$ cat config.mk
export PLATFORM = sky130hd
export DESIGN_NAME = hcb_ctrl
export DESIGN_NICKNAME = d
export VERILOG_FILES = /design/src/rtl/huffman_code_builder_core_macros.svh /design/src/rtl/hcb_pkg.sv /design/src/rtl/hcb_ctrl.sv
export SDC_FILE = /design/constraint.sdc
export NUM_CORES = 1
export LEC_CHECK = 0
export BUFFER_PORTS_ARGS = -buffer_cell sky130_fd_sc_hd__buf_2
export CAP_MARGIN = 20
export CORE_MARGIN = 8
export CORE_UTILIZATION = 57
export CTS_CLUSTER_SIZE = 16
export DETAILED_ROUTE_END_ITERATION = 8
export PLACE_DENSITY = 0.84
export SLEW_MARGIN = 10
export SYNTH_ARGS = -nofsm -noshare
export SYNTH_HDL_FRONTEND = slang
export SYNTH_SLANG_ARGS = --single-unit
$ cat constraint.sdc
create_clock -name clk -period 2.3 [get_ports clk]
set_input_delay 0.115 -clock clk [delete_from_list [all_inputs] [get_ports clk]]
set_output_delay 0.115 -clock clk [all_outputs]
set_load 0.02 [all_outputs]
$ cat src/rtl/huffman_code_builder_core_macros.svh
// ----------------------------------------------------------------------------
// huffman_code_builder_core_macros
// Assertion macros for the Huffman code builder.
// ----------------------------------------------------------------------------
`ifndef HUFFMAN_CODE_BUILDER_CORE_MACROS_SVH
`define HUFFMAN_CODE_BUILDER_CORE_MACROS_SVH

// Same-cycle implication, checked outside reset.
`define HCB_ASSERT_NOW(label, ante, cons) \
  label: assert property (@(posedge clk) disable iff (rst) (ante) |-> (cons)) \
    else $error("hcb assertion failed");

// Next-cycle implication, checked outside reset.
`define HCB_ASSERT_NEXT(label, ante, cons) \
  label: assert property (@(posedge clk) disable iff (rst) (ante) |=> (cons)) \
    else $error("hcb assertion failed");

`endif

$ cat src/rtl/hcb_pkg.sv
// ----------------------------------------------------------------------------
// hcb_pkg
// Types, sizes and command codes shared by the Huffman code builder modules.
// ----------------------------------------------------------------------------
package hcb_pkg;

  localparam int SYMBOLS      = 256;
  localparam int COUNT_BITS   = 32;
  localparam int MAX_CODE_LEN = 64;
  localparam int NODES        = 2 * SYMBOLS - 1;
  localparam int SYM_W        = $clog2(SYMBOLS);
  localparam int HCNT_W       = $clog2(SYMBOLS + 1);
  localparam int NODE_W       = $clog2(NODES);
  localparam int WEIGHT_W     = COUNT_BITS + SYM_W;
  localparam int CODE_W       = 64;
  localparam int LEN_W        = 7;
  localparam int DEPTH_W      = SYM_W;
  localparam int CIDX_W       = SYM_W + 2;

  typedef enum logic [1:0] {
    FUNC_WRITE = 2'd0,
    FUNC_BUILD = 2'd1,
    FUNC_READ  = 2'd2,
    FUNC_NONE  = 2'd3
  } func_t;

  typedef enum logic [1:0] {
    ST_OK     = 2'd0,
    ST_EMPTY  = 2'd1,
    ST_NOCODE = 2'd2,
    ST_RSVD   = 2'd3
  } status_t;

  typedef struct packed {
    func_t             func;
    logic [7:0]        symbol;
    logic [31:0]       frequency;
  } in_item_t;

  typedef struct packed {
    status_t           status;
    logic [63:0]       code_bits;
    logic [6:0]        code_length;
  } out_item_t;

  typedef struct packed {
    logic [WEIGHT_W-1:0] weight;
    logic [NODE_W-1:0]   node;
  } heap_entry_t;

  typedef struct packed {
    logic [NODE_W-1:0] left;
    logic [NODE_W-1:0] right;
  } child_t;

  typedef struct packed {
    logic [DEPTH_W-1:0] depth;
    logic [CODE_W-1:0]  code;
  } walk_t;

  typedef struct packed {
    logic [CODE_W-1:0] bits;
    logic [LEN_W-1:0]  len;
  } code_t;

  // Datapath operations issued by the controller
  typedef enum logic [4:0] {
    OP_NOP,
    OP_ACCEPT,
    OP_READ_RESP,
    OP_SCAN_RD,
    OP_SCAN_CHK,
    OP_EMPTY,
    OP_SINGLE,
    OP_HEAPIFY_INIT,
    OP_HEAPIFY_DEC,
    OP_HD_LD,
    OP_HD_V,
    OP_HD_RD,
    OP_HD_CMP,
    OP_POP_RD,
    OP_POP_V,
    OP_PUSH_INIT,
    OP_PUSH_RD,
    OP_PUSH_CMP,
    OP_WK_INIT,
    OP_WK_RD,
    OP_WK_L,
    OP_WK_R,
    OP_AS_INIT,
    OP_AS_RD,
    OP_AS_WR,
    OP_BUILD_DONE
  } dp_op_t;

  typedef enum logic [4:0] {
    S_IDLE,
    S_READ,
    S_SCAN_RD,
    S_SCAN_CHK,
    S_SCAN_END,
    S_HD_LD,
    S_HD_V,
    S_HD_RD,
    S_HD_CMP,
    S_HD_DEC,
    S_POP_RD,
    S_POP_V,
    S_PUSH_INIT,
    S_PUSH_RD,
    S_PUSH_CMP,
    S_LOOP,
    S_WK_INIT,
    S_WK_RD,
    S_WK_L,
    S_WK_R,
    S_AS_INIT,
    S_AS_RD,
    S_AS_WR,
    S_DONE
  } state_t;

  // Which caller a sift-down returns to
  typedef enum logic [1:0] {
    PH_HEAPIFY,
    PH_POP_A,
    PH_POP_B
  } phase_t;

  typedef struct packed {
    dp_op_t op;
    logic   pop_to_b;
  } cmd_t;

  typedef struct packed {
    logic out_busy;
    logic scan_last;
    logic used_zero;
    logic used_one;
    logic hd_done;
    logic i_zero;
    logic push_done;
    logic n_one;
    logic wk_last;
    logic as_last;
  } sts_t;

endpackage

$ cat src/rtl/hcb_ctrl.sv
// ----------------------------------------------------------------------------
// hcb_ctrl
// Sequencer: handshakes the input channel and steps the datapath through
// scan, heap build, merge loop, tree walk and code assignment.
// ----------------------------------------------------------------------------
module hcb_ctrl (
  input  logic          clk,
  input  logic          rst,
  input  logic          cmd_valid,
  input  hcb_pkg::func_t cmd_func,
  output logic          cmd_ready,
  input  hcb_pkg::sts_t sts,
  output hcb_pkg::cmd_t dp_cmd
);
  import hcb_pkg::*;

  state_t state, state_next;
  phase_t phase, phase_next;
  logic   fire;

  assign cmd_ready = (state == S_IDLE) && !sts.out_busy;
  assign fire      = cmd_valid && cmd_ready;

  // State registers
  always_ff @(posedge clk) begin
    if (rst) begin
      state <= S_IDLE;
      phase <= PH_HEAPIFY;
    end else begin
      state <= state_next;
      phase <= phase_next;
    end
  end

  // Next state
  always_comb begin
    state_next = state;
    phase_next = phase;
    case (state)
      S_IDLE: begin
        if (fire) begin
          case (cmd_func)
            FUNC_BUILD: state_next = S_SCAN_RD;
            FUNC_READ:  state_next = S_READ;
            default:    state_next = S_IDLE;
          endcase
        end
      end
      S_READ:     state_next = S_IDLE;
      S_SCAN_RD:  state_next = S_SCAN_CHK;
      S_SCAN_CHK: state_next = sts.scan_last ? S_SCAN_END : S_SCAN_RD;
      S_SCAN_END: begin
        if (sts.used_zero || sts.used_one) begin
          state_next = S_IDLE;
        end else begin
          state_next = S_HD_LD;
          phase_next = PH_HEAPIFY;
        end
      end
      S_HD_LD: state_next = S_HD_V;
      S_HD_V:  state_next = S_HD_CMP;
      S_HD_RD: state_next = S_HD_CMP;
      S_HD_CMP: begin
        if (!sts.hd_done) begin
          state_next = S_HD_RD;
        end else begin
          case (phase)
            PH_HEAPIFY: begin
              if (sts.i_zero) begin
                state_next = S_POP_RD;
                phase_next = PH_POP_A;
              end else begin
                state_next = S_HD_DEC;
              end
            end
            PH_POP_A: begin
              state_next = S_POP_RD;
              phase_next = PH_POP_B;
            end
            default: state_next = S_PUSH_INIT;
          endcase
        end
      end
      S_HD_DEC:    state_next = S_HD_LD;
      S_POP_RD:    state_next = S_POP_V;
      S_POP_V:     state_next = S_HD_RD;
      S_PUSH_INIT: state_next = S_PUSH_RD;
      S_PUSH_RD:   state_next = S_PUSH_CMP;
      S_PUSH_CMP:  state_next = sts.push_done ? S_LOOP : S_PUSH_RD;
      S_LOOP: begin
        if (sts.n_one) begin
          state_next = S_WK_INIT;
        end else begin
          state_next = S_POP_RD;
          phase_next = PH_POP_A;
        end
      end
      S_WK_INIT: state_next = S_WK_RD;
      S_WK_RD:   state_next = S_WK_L;
      S_WK_L:    state_next = S_WK_R;
      S_WK_R:    state_next = sts.wk_last ? S_AS_INIT : S_WK_RD;
      S_AS_INIT: state_next = S_AS_RD;
      S_AS_RD:   state_next = S_AS_WR;
      S_AS_WR:   state_next = sts.as_last ? S_DONE : S_AS_RD;
      S_DONE:    state_next = S_IDLE;
      default:   state_next = S_IDLE;
    endcase
  end

  // Datapath commands
  always_comb begin
    dp_cmd.op       = OP_NOP;
    dp_cmd.pop_to_b = (phase == PH_POP_B);
    case (state)
      S_IDLE:     dp_cmd.op = fire ? OP_ACCEPT : OP_NOP;
      S_READ:     dp_cmd.op = OP_READ_RESP;
      S_SCAN_RD:  dp_cmd.op = OP_SCAN_RD;
      S_SCAN_CHK: dp_cmd.op = OP_SCAN_CHK;
      S_SCAN_END: begin
        if (sts.used_zero)     dp_cmd.op = OP_EMPTY;
        else if (sts.used_one) dp_cmd.op = OP_SINGLE;
        else                   dp_cmd.op = OP_HEAPIFY_INIT;
      end
      S_HD_LD:     dp_cmd.op = OP_HD_LD;
      S_HD_V:      dp_cmd.op = OP_HD_V;
      S_HD_RD:     dp_cmd.op = OP_HD_RD;
      S_HD_CMP:    dp_cmd.op = OP_HD_CMP;
      S_HD_DEC:    dp_cmd.op = OP_HEAPIFY_DEC;
      S_POP_RD:    dp_cmd.op = OP_POP_RD;
      S_POP_V:     dp_cmd.op = OP_POP_V;
      S_PUSH_INIT: dp_cmd.op = OP_PUSH_INIT;
      S_PUSH_RD:   dp_cmd.op = OP_PUSH_RD;
      S_PUSH_CMP:  dp_cmd.op = OP_PUSH_CMP;
      S_LOOP:      dp_cmd.op = OP_NOP;
      S_WK_INIT:   dp_cmd.op = OP_WK_INIT;
      S_WK_RD:     dp_cmd.op = OP_WK_RD;
      S_WK_L:      dp_cmd.op = OP_WK_L;
      S_WK_R:      dp_cmd.op = OP_WK_R;
      S_AS_INIT:   dp_cmd.op = OP_AS_INIT;
      S_AS_RD:     dp_cmd.op = OP_AS_RD;
      S_AS_WR:     dp_cmd.op = OP_AS_WR;
      S_DONE:      dp_cmd.op = OP_BUILD_DONE;
      default:     dp_cmd.op = OP_NOP;
    endcase
  end

endmodule

# Word-level counts from Yosys, hierarchy flattened
# Cells that the tools add are included.
[word_totals]
ff_bits = 7
output_inout_bits = 7
[classes]
n_eq_ne = 33
n_mux = 22
n_reduce_logical = 9
[op_table]
columns = ["operator", "n"]
rows = [
  ["$pmux W5 S23", 1],
  ["$pmux W5 S21", 1],
  ["$eq A5 B4 Y1 const B", 8],
  ["$eq A5 B5 Y1 const B", 8],
  ["$eq A5 B3 Y1 const B", 4],
  ["$mux W2", 8],
  ["$mux W5", 3],
  ["$eq A5 B2 Y1 const B", 2],
  ["$pmux W5 S2", 1],
  ["$mux W3", 3],
  ["$ne A2 B2 Y1 const B", 4],
  ["$pmux W2 S2", 2],
  ["$pmux W2 S3", 1],
  ["$reduce_and A6 Y1", 1],
  ["$eq A5 B1 Y1 const B", 1],
  ["$logic_not A5 Y1", 1],
  ["$eq A2 B1 Y1 const B", 2],
  ["$eq A2 B2 Y1 const B", 2],
  ["$ne A3 B1 Y1 const B", 1],
  ["$ne A3 B3 Y1 const B", 1],
  ["$reduce_bool A3 Y1", 1],
  ["$logic_and A1 B1 Y1", 2],
  ["$logic_not A2 Y1", 1],
  ["$mux W1", 2],
  ["3 further kinds", 3],
]

# Longest topological paths before layout
# Gate-level depths: netlist of run 1.
[logic_depth]
word_depth = 5
mapped_depth = 6
mapped_depth_nobuf = 4

# Least setup slack after synthesis of run 1
# No wires, ideal clock.
[synth_timing]
path_kind = "reg2out"
startpoint = "register state[0]"
endpoint = "output port dp_cmd[1] (netlist name)"
arrival_ps = 1387
required_time_ps = 2185
path_slack_ps = 798
stages_incl_launch_ff = 5
cell_sequence = "dfxtp_1 buf_6 and2b_1 o32a_1 o221ai_1"
[synth_rtl]
columns = ["item", "line_no", "source"]
rows = [
  ["start: declaration", "hcb_ctrl.sv:17", "state_t state, state_next;"],
  ["start signal: assignment", "hcb_ctrl.sv:30", "state <= state_next;"],
  ["end: declaration", "hcb_ctrl.sv:13", "output hcb_pkg::cmd_t dp_cmd"],
]

==> results.py, run 1 <==
metrics = {
    "run_status": {
        "status": "finished, final reports clean",
    },
    "placed_design": {
        "io_buffers": 21,
        "hpwlAfterDp_um": 2160,
        "postPlaceCellArea_um2": 1050,
        "gp_congestion": 0.947,
        "place_ws_ps": 505,
    },
    "grt": {
        "grt_overflow": 0,
        "grt_max_degree": 26,
        "grt_pass1_wl_um": 4870,
        "grt_pass1_vias": 1107,
        "track_usage_pct": 17.1,
        "antenna_found_initial": 0,
    },
    "yosys": {
        "synth-simple-area-share_pct": 38.9,
        "yosysTopAreaCellShare_pct": 14.5,
        "ys_types": 49,
        "ys_seq_area_share_pct": 14.5,
        "synth_top_family_by_area": "simple AND/OR/NAND/NOR gates",
        "ys.flop_type": "dfxtp_1",
        "ys_ff_latch": 7,
        "synth_area_leaders": "dfxtp_1, o21ai_0, a21oi_1, nand2b_1, nor2_1",
        "avgSynthCellArea_um2": 7.22,
        "synth_fa_ha_area_share_pct": 0,
        "yosysWarnings": 0,
        "syn_inst": 134,
        "syn_nets": 149,
        "synth-compound-area-share_pct": 35.4,
        "synth_edf_count": 0,
        "syn_area_um2": 967,
        "synthMuxAreaShare_pct": 0,
        "yosys.area.top_type": "dfxtp_1",
        "synth-xor-area-share_pct": 1.81,
        "ys_async_sr_fraction_pct": 0,
    },
    "route": {
        "num_vias": 1149,
        "finalWirelength_um": 2830,
        "drtIter0Drc": 39,
        "wl_per_cell_um": 16.6,
        "viasPerCell": 6.72,
        "ant_nets": 0,
        "drc": 0,
        "dr.pass1.iters": 4,
    },
    "layout": {
        "drive_gt1_share_pct": 23.4,
        "utilization_pct": 65.3,
        "fin_area_um2": 1080,
        "area_growth_pct": 11.5,
        "antenna_cells": 0,
        "fin_nets": 170,
    },
    "floorplanning": {
        "fp-row-count": 15,
        "die_w_um": 57.2,
        "die_area_um2": 3270,
        "ioPinCount": 22,
        "die_y_um": 57.2,
        "start_util_pct": 58.6,
        "core_um2": 1650,
    },
    "setup_path": {
        "max_stage_delay_ps": 780,
        "end_kind": "output pin",
        "crit_path_cell_trace": "and2b_1 > a21oi_1 > o32a_1 > o221ai_1 > buf_2",
        "worstPathRequired_ps": 2180,
        "startpoint_type": "flip-flop",
        "worstRegToRegCells": 4,
        "crit_type": "reg -> out",
        "critPathBufInv": 1,
        "worstPathArrival_ps": 1990,
        "critical_path.top_delay_family": "flip-flops",
        "slowest_stage": "dfxtp_1",
        "path_max_fanout": 25,
        "critical_path_depth": 5,
    },
    "clock_tree": {
        "cts_tree": "yes",
        "clkSinkCount": 7,
        "cts_buffer_depth": 2,
        "cts_buffers": 3,
        "path_clk_slew_ps": 60,
        "postCtsSetupRepairBufs": 0,
        "cts_root_buf": "clkbuf_4",
        "htreeDepth": 1,
        "ctsHoldBuffers": 0,
        "clock_latency_ps": 260,
        "cts_resized": 0,
    },
    "power": {
        "p_leak_nw": 0.465,
        "peakVddDrop_v": 0.000327,
        "total_power_w": 0.000309,
        "powerDensity_nw_per_um2": 287,
    },
    "sta": {
        "fmax_ghz": 0.475,
        "tightest_slew_ps": 723,
        "setup_viol": 0,
        "layout_setup_ws_ps": 196,
        "slew_headroom_pct": 51.7,
        "finalCritPeriodShare_pct": 91.5,
        "finalMaxSlewViolations": 0,
        "rsz0062_at_grt": "false",
        "skew_ps": 7.71,
        "hold_viol": 0,
        "tns_ps": 0,
        "post-route-min-period_ps": 2100,
    },
    "hold_path": {
        "whs_path_depth": 3,
        "min_path_type": "in -> reg",
    },
    "run": {
        "maxCapViolCount": 0,
    },
}
## registers in the layout, indices dropped and copies added, names as in the netlist
signal  cells
state       5
phase       2
## cells in the final DEF (no fill, tap or decap), types with 5 or more instances in the layout
cell,n
buf_4,5
nand3_1,6
a21oi_1,8
nor2_1,10
nand2b_1,6
buf_2,21
o21ai_0,9
nor3_1,7
nand2_1,7
dfxtp_1,7
nor2b_1,5
## stage by stage
step	instances	hold WS, ps
3_5_place_dp	167	422
4_1_cts	171	141
5_1_grt	171	165
2_1_floorplan	134	279
3_3_place_gp	167	416
6_report	171	142
## cell families after synthesis
family	Yosys count
AOI/OAI and AO/OA	49
xor gates and xnor gates	2
buffers and inverters	13
DFF	7
and+or+nand+nor	63
## synthesized netlist by cell type, drive strengths merged (2+ instances only)
master   count
buf         10
o21ai       13
and2b        4
a31oi        4
nand3        6
nand2b       6
nand2        7
nor2b        6
inv          3
nand3b       3
a21o         4
o2111ai      2
or3          2
nor2        11
and4bb       2
o311a        2
a21oi        8
o221ai       2
dfxtp        7
xor2         2
a32oi        2
nor3         7
and3         2
## final timing paths
kind / from / endpoint / slack (ps)
max reg2reg: state[0]$_SDFFE_PP0P_ / phase[0]$_SDFFE_PP0P_ / 480
min: rst / phase[0]$_SDFFE_PP0P_ / 140
min reg2reg: phase[1]$_SDFFE_PP0P_ / phase[1]$_SDFFE_PP0P_ / 550
max: state[0]$_SDFFE_PP0P_ / dp_cmd[1] / 200
## cell type report
type,count,area [um^2]
Multi-Input combinational cell,114,737
Fill cell,156,573
Timing Repair Buffer,26,143
Sequential cell,7,140
Clock buffer,4,26.3
Tap cell,17,21.3
Inverter,3,11.3
## routing by layer
layer,up-vias,global-route usage (%),share of wire [%]
li1,551,-,-
met1,522,21.7,43
met2,64,27.9,46
met3,12,3.33,7.9
met4,0,6.04,2.5
met5,-,0,0
## where the power goes
part / total, W / switching (W) / internal [W]
Clock: 0.000118 / 0.0000517 / 0.0000666
Combinational: 0.0000628 / 0.0000343 / 0.0000285
Sequential: 0.000128 / 0.00000564 / 0.000123
## tightest hold or removal path, delay by kind of cell
kind	cells	cell delay (ps)
buffers and inverters	1	110
and+or+nand+nor	1	50
AOI/OAI and AO/OA	1	90
Note: power is estimated with default switching activity, not from simulation.
==> inputs of run 2 (changes only) <==
--- a/config.mk
+++ b/config.mk
@@ -5,8 +5,8 @@
 export SDC_FILE = /design/constraint.sdc
 export NUM_CORES = 1
 export LEC_CHECK = 0
-export BUFFER_PORTS_ARGS = -buffer_cell sky130_fd_sc_hd__buf_2
-export CAP_MARGIN = 20
+export ABC_AREA = 1
+export BUFFER_PORTS_ARGS = -buffer_cell sky130_fd_sc_hd__buf_4
 export CORE_MARGIN = 8
 export CORE_UTILIZATION = 57
 export CTS_CLUSTER_SIZE = 16
==> run 2 against run 1 <==
Compared with the run above: final cell count grew 25%; global-route usage up 1.2 points; routed wire length shrank 0.67%; combinational power is 13% higher; clock skew down 3.4 ps; register-to-register slack improved by 230 ps; cell area rose by 3.7%; core utilization increased by 8.9 points; synthesized area down 4.9%.
==> results.py, run 2 <==
metrics = {
    "grt": {
        "grt_max_degree": 11,
        "grt_pass1_wl_um": 5090,
        "track_usage_pct": 18.3,
        "grt_overflow": 0,
        "antenna_found_initial": 0,
        "grt_pass1_vias": 1208,
    },
    "clock_tree": {
        "clkSinkCount": 7,
        "path_clk_slew_ps": 60,
        "cts_root_buf": "clkbuf_4",
        "cts_resized": 0,
        "htreeDepth": 1,
        "clock_latency_ps": 260,
        "ctsHoldBuffers": 0,
        "cts_buffers": 3,
        "cts_tree": "yes",
        "postCtsSetupRepairBufs": 0,
        "cts_buffer_depth": 2,
    },
    "hold_path": {
        "whs_path_depth": 2,
        "min_path_type": "in -> reg",
    },
    "layout": {
        "reg_top3": "state x5, phase x2",
        "antenna_cells": 0,
        "regMostFlops": "state",
        "area_growth_pct": 21.6,
        "fin_area_um2": 1120,
        "fin_nets": 214,
        "finalNonFillerCells": 214,
        "layout_commonest_cell": "nand2_1",
        "fillers": 141,
        "drive_gt1_share_pct": 22.2,
        "largest_register_ffs": 5,
        "final_cell_mix": "nand2_1, nor2_1, buf_4",
    },
    "floorplanning": {
        "core_um2": 1510,
        "fp-row-count": 14,
        "die_w_um": 56.2,
        "ioPinCount": 22,
        "start_util_pct": 61.0,
        "die_area_um2": 3150,
        "die_y_um": 56.2,
    },
    "yosys": {
        "ys_seq_area_share_pct": 15.2,
        "ys_ff_latch": 7,
        "synth_top_family_by_area": "simple AND/OR/NAND/NOR gates",
        "yosys.area.top_type": "nand2_1",
        "syn_inst": 174,
        "synth-xor-area-share_pct": 0,
        "ys.flop_type": "dfxtp_1",
        "yosysTopAreaCellShare_pct": 21.6,
        "ys_async_sr_fraction_pct": 0,
        "synth_edf_count": 0,
        "synth-compound-area-share_pct": 7.76,
        "synth_fa_ha_area_share_pct": 0,
        "syn_nets": 189,
        "ys_types": 21,
        "yosysWarnings": 0,
        "yosysMostFrequentCell": "nand2_1",
        "synth_area_leaders": "nand2_1, dfxtp_1, nor2_1, nand3_1, inv_1",
        "synthMuxAreaShare_pct": 0,
        "yosys-top-cells-count": "nand2_1, nor2_1, nand3_1",
        "syn_area_um2": 920,
        "avgSynthCellArea_um2": 5.29,
        "synth-simple-area-share_pct": 67.1,
    },
    "route": {
        "drc": 0,
        "wl_per_cell_um": 13.1,
        "finalWirelength_um": 2810,
        "dr.pass1.iters": 5,
        "viasPerCell": 5.68,
        "num_vias": 1216,
        "ant_nets": 0,
        "drtIter0Drc": 67,
    },
    "setup_path": {
        "worstPathArrival_ps": 1750,
        "path_max_fanout": 10,
        "crit_type": "reg -> out",
        "reg2reg_slack_ps": 710,
        "worstPathRequired_ps": 2180,
        "worstRegToRegCells": 8,
        "end_kind": "output pin",
        "startpoint_type": "flip-flop",
    },
    "placed_design": {
        "place_inst": 210,
        "io_buffers": 21,
        "hpwlAfterDp_um": 2290,
        "gp_congestion": 1.03,
        "postPlaceCellArea_um2": 1090,
    },
    "sta": {
        "fmax_ghz": 0.537,
        "skew_ps": 4.30,
        "tightest_slew_ps": 409,
        "post-route-min-period_ps": 1860,
        "tns_ps": 0,
        "finalCritPeriodShare_pct": 80.9,
        "hold_viol": 0,
        "finalMaxSlewViolations": 0,
        "setup_viol": 0,
        "slew_headroom_pct": 72.6,
        "rsz0062_at_grt": "false",
    },
    "run_status": {
        "status": "finished, final reports clean",
    },
    "power": {
        "p_leak_nw": 0.636,
        "powerDensity_nw_per_um2": 279,
        "peakVddDrop_v": 0.000264,
    },
    "run": {
        "maxCapViolCount": 0,
    },
}
-- run 2: cell types whose count changed in the layout (fill, tap and decap cells not counted), sizes merged, moves of 10 or more --
cell	delta
nor2	+30
nand3	+14
o21ai	-10
inv	+20
nand2	+50
-- run 2: logic make-up (layout without fill, tap and decap cells) --
| kind of cell | after synthesis | count (layout) |
|---|---|---|
| buf+inv | 24 | 48 |
| flops | 7 | 7 |
| compound gates | 12 | 12 |
| simple gates | 131 | 131 |
-- run 2: worst paths after layout --
| path | startpoint | to |
|---|---|---|
| worst max-delay path | state[4]$_SDFFE_PP0P_ | dp_cmd[2] |
| worst min-delay path | rst | state[2]$_SDFFE_PP0P_ |
| worst max register to register | state[4]$_SDFFE_PP0P_ | state[1]$_SDFFE_PP0P_ |
| worst min register to register | phase[0]$_SDFFE_PP0P_ | phase[0]$_SDFFE_PP0P_ |
-- run 2: routing by layer --
layer	track usage (%)	up-vias	part of all wire (%)
met5	0	-	0
met3	5.25	8	10
li1	-	610	-
met4	5.84	0	1.8
met1	21.9	527	42
met2	30.4	71	46
-- run 2: worst max-delay path: stages (launching register included) --
cell and delay, ps:
dfxtp_1 550, inv_2 200, nand3_1 200, nand2_1 120, nor2_1 120, o311ai_0 130
buf_4 180
-- run 2: final cells by class --
type	count	area [um^2]	area share (%)
tap	16	20.0	1.79
inverter	23	86.3	7.72
multi-input combinational	143	688	61.5
sequential	7	140	12.5
clock buffer	4	26.3	2.35
timing repair buffer	21	158	14.1
-- run 2: report_power, final --
part	switching [W]	internal, W
Clock	0.0000495	0.0000665
Combinational	0.0000375	0.0000332
Sequential	0.00000299	0.000122
-- run 2: stage by stage --
step / power, W / hold WS, ps / setup slack (ps) / utilization [%]
5_1_grt: 0.000327 / 83.9 / 248 / 74.3
3_3_place_gp: 0.000197 / 330 / 709 / 72.5
6_report: 0.000312 / 66.6 / 439 / 74.3
3_5_place_dp: 0.000198 / 335 / 717 / 72.5
4_1_cts: 0.000310 / 73.2 / 446 / 74.3
2_1_floorplan: 0.000163 / 187 / 662 / -
==> inputs of run 3 (changes only) <==
--- a/config.mk
+++ b/config.mk
@@ -8,10 +8,10 @@
 export ABC_AREA = 1
 export BUFFER_PORTS_ARGS = -buffer_cell sky130_fd_sc_hd__buf_4
 export CORE_MARGIN = 8
-export CORE_UTILIZATION = 57
+export CORE_UTILIZATION = 47
 export CTS_CLUSTER_SIZE = 16
 export DETAILED_ROUTE_END_ITERATION = 8
-export PLACE_DENSITY = 0.84
+export PLACE_DENSITY = 0.74
 export SLEW_MARGIN = 10
 export SYNTH_ARGS = -nofsm -noshare
 export SYNTH_HDL_FRONTEND = slang
==> constraint.sdc (replaced) <==
create_clock -name clk -period 1.6 [get_ports clk]
set_input_delay 0.08 -clock clk [delete_from_list [all_inputs] [get_ports clk]]
set_output_delay 0.08 -clock clk [all_outputs]
set_load 0.02 [all_outputs]
==> run 3 against run 2 <==
Compared with the run above: the run now ends with negative setup slack left; via count rose by 4.7%; hold slack got worse by 50 ps; critical endpoint unchanged; sequential share of layout area fell by 0.59 points; combinational power rose by 67%; clock skew fell by 1.6 ps; critical path depth rose by 1; core utilization fell by 6.5 points; final cell count rose by 11%; routed wire length rose by 11%; first-iteration DRC count rose by 7.5%.
==> results.py, run 3 (synthesized netlist as in run 2, its figures left out) <==
metrics = {
    "placed_design": {
        "hpwlAfterDp_um": 2340,
        "io_buffers": 21,
        "gp_congestion": 1.00,
    },
    "layout": {
        "final_cell_mix": "nand2_1, buf_4, nor2_1",
        "register_area_um2": 154,
        "reg_top3": "state x5, phase x2",
        "antenna_cells": 0,
        "drive_gt1_share_pct": 34.6,
        "largest_register_ffs": 5,
        "regMostFlops": "state",
        "area_growth_pct": 40.1,
        "multiInputGateArea_um2": 724,
        "fin_nets": 227,
        "utilization_pct": 67.8,
        "layout_commonest_cell": "nand2_1",
        "fillers": 185,
    },
    "grt": {
        "grt_pass1_vias": 1118,
        "antenna_found_initial": 0,
        "grt_max_degree": 11,
        "grt_pass1_wl_um": 4870,
        "grt_overflow": 0,
        "track_usage_pct": 17.1,
    },
    "route": {
        "ant_nets": 0,
        "finalWirelength_um": 3110,
        "wl_per_cell_um": 13.1,
        "dr.pass1.iters": 4,
        "drc": 0,
        "drtIter0Drc": 72,
        "viasPerCell": 5.35,
        "num_vias": 1273,
    },
    "hold_path": {
        "whs_path_depth": 2,
        "min_path_type": "in -> reg",
    },
    "run_status": {
        "status": "finished with violations",
        "violations": "negative setup slack",
    },
    "power": {
        "p_leak_nw": 0.699,
        "peakVddDrop_v": 0.000343,
        "total_power_w": 0.000468,
        "powerDensity_nw_per_um2": 363,
        "power_frac_comb_pct": 25.1,
        "p_sw_share_pct": 30.0,
        "seq_power_share_pct": 37.7,
        "p_int_w": 0.000327,
        "p_sw_w": 0.000140,
        "clkPwrFrac_pct": 37.2,
    },
    "setup_path": {
        "critPathCapture": "dp_cmd[2]",
        "rr_startpoint": "state[2]$_SDFFE_PP0P_",
        "end_kind": "output pin",
        "crit_path_cell_trace": "nand2_4 > nor2_4 > nand2_1 > nand2_1 > nor2_1 > o311ai_1 > buf_4",
        "crit_top_cell": "nand2_1",
        "max_stage_delay_ps": 400,
        "path_max_fanout": 6,
        "worstRegToRegCells": 10,
        "crit_type": "reg -> out",
        "worstPathArrival_ps": 1550,
        "startpoint": "state[1]$_SDFFE_PP0P_",
        "startpoint_type": "flip-flop",
        "worstPathRequired_ps": 1520,
        "reg2reg_slack_ps": 190,
        "r2r_end": "state[2]$_SDFFE_PP0P_",
        "slowest_stage": "dfxtp_4",
    },
    "run": {
        "maxCapViolCount": 0,
    },
    "floorplanning": {
        "die_area_um2": 3630,
        "die_y_um": 60.2,
        "core_um2": 1900,
        "fp-row-count": 16,
        "start_util_pct": 48.4,
        "die_w_um": 60.2,
        "ioPinCount": 22,
    },
    "sta": {
        "rsz0062_at_grt": "true",
        "hold_viol": 0,
        "post-route-min-period_ps": 1630,
        "setup_viol": 1,
        "slew_headroom_pct": 82.5,
        "finalCritPeriodShare_pct": 102,
        "layout_setup_ws_ps": -28.9,
        "finalMaxSlewViolations": 0,
        "fmax_ghz": 0.614,
        "skew_ps": 2.66,
        "tightest_slew_ps": 262,
    },
    "clock_tree": {
        "cts_root_buf": "clkbuf_4",
        "cts_buffers": 3,
        "htreeDepth": 1,
        "cts_tree": "yes",
        "path_clk_slew_ps": 60,
        "clock_latency_ps": 260,
        "clkSinkCount": 7,
        "cts_buffer_depth": 2,
        "ctsHoldBuffers": 0,
    },
}
==> run 3: cell count changes in the layout (fill, tap and decap cells not counted), moves of 2 or more <==
cell / delta
nand2_1: -5
nand2_2: +4
buf_4: +12
dfxtp_1: -5
inv_4: +2
dfxtp_4: +3
dfxtp_2: +2
inv_1: -2
nor2_1: -2
==> run 3: timing repair <==
action,in CTS,in global routing
pin swaps,1,3
setup buffers,2,10
hold endpoints to repair,0,0
resized for setup,11,13
setup endpoints to repair,5,5
==> run 3: how the worst min path moves through the flow <==
stage | to | startpoint | slack, ps
2_1_floorplan | state[0]$_SDFFE_PP0P_ | rst | 150
3_3_place_gp | state[0]$_SDFFE_PP0P_ | rst | 300
3_5_place_dp | state[0]$_SDFFE_PP0P_ | rst | 300
4_1_cts | state[1]$_SDFFE_PP0P_ | rst | 20
5_1_grt | state[0]$_SDFFE_PP0P_ | rst | 30
6_report | state[1]$_SDFFE_PP0P_ | rst | 20
==> run 3: per-stage QoR <==
stage	hold WS [ps]	instances	TNS, ps	setup slack (ps)	area [um^2]
after floorplan	152	174	0	136	920
after global placement	302	222	0	75.0	1110
after detailed placement	304	222	0	105	1110
after CTS	19.1	228	-4.09	-3.24	1170
after global routing	32.3	238	-207	-71.9	1290
final	17.1	238	-28.9	-28.9	1290
==> run 3: routing by layer <==
layer	track usage [%]	routed length, um	vias up
li1	-	-	635
met1	21.4	1300	568
met5	0	0	-
met4	8.16	61	0
met3	2.58	258	9
met2	27.4	1490	61
==> run 3: critical path: cells and delay by family (launching register included) <==
kind	cells	cell delay (ps)
compound gates	1	70
buf+inv	1	190
flops	1	400
simple gates	5	620
==> run 3: cell type report <==
cell class / count / area share (%)
flip-flops and latches: 7 / 11.9
repair buffers: 34 / 20.1
multi-input cells: 143 / 56.2
clock buffers: 4 / 2.04
inverters: 23 / 7.09
well taps: 27 / 2.62
==> run 3: power by group through the flow <==
| stage | logic (W) | clock network (W) | registers (W) |
|---|---|---|---|
| 2_1_floorplan | 0.0000521 | 0 | 0.000183 |
| 3_3_place_gp | 0.000101 | 0 | 0.000183 |
| 3_5_place_dp | 0.000102 | 0 | 0.000184 |
| 4_1_cts | 0.000106 | 0.000176 | 0.000179 |
| 5_1_grt | 0.000129 | 0.000183 | 0.000176 |
| 6_report | 0.000118 | 0.000174 | 0.000176 |
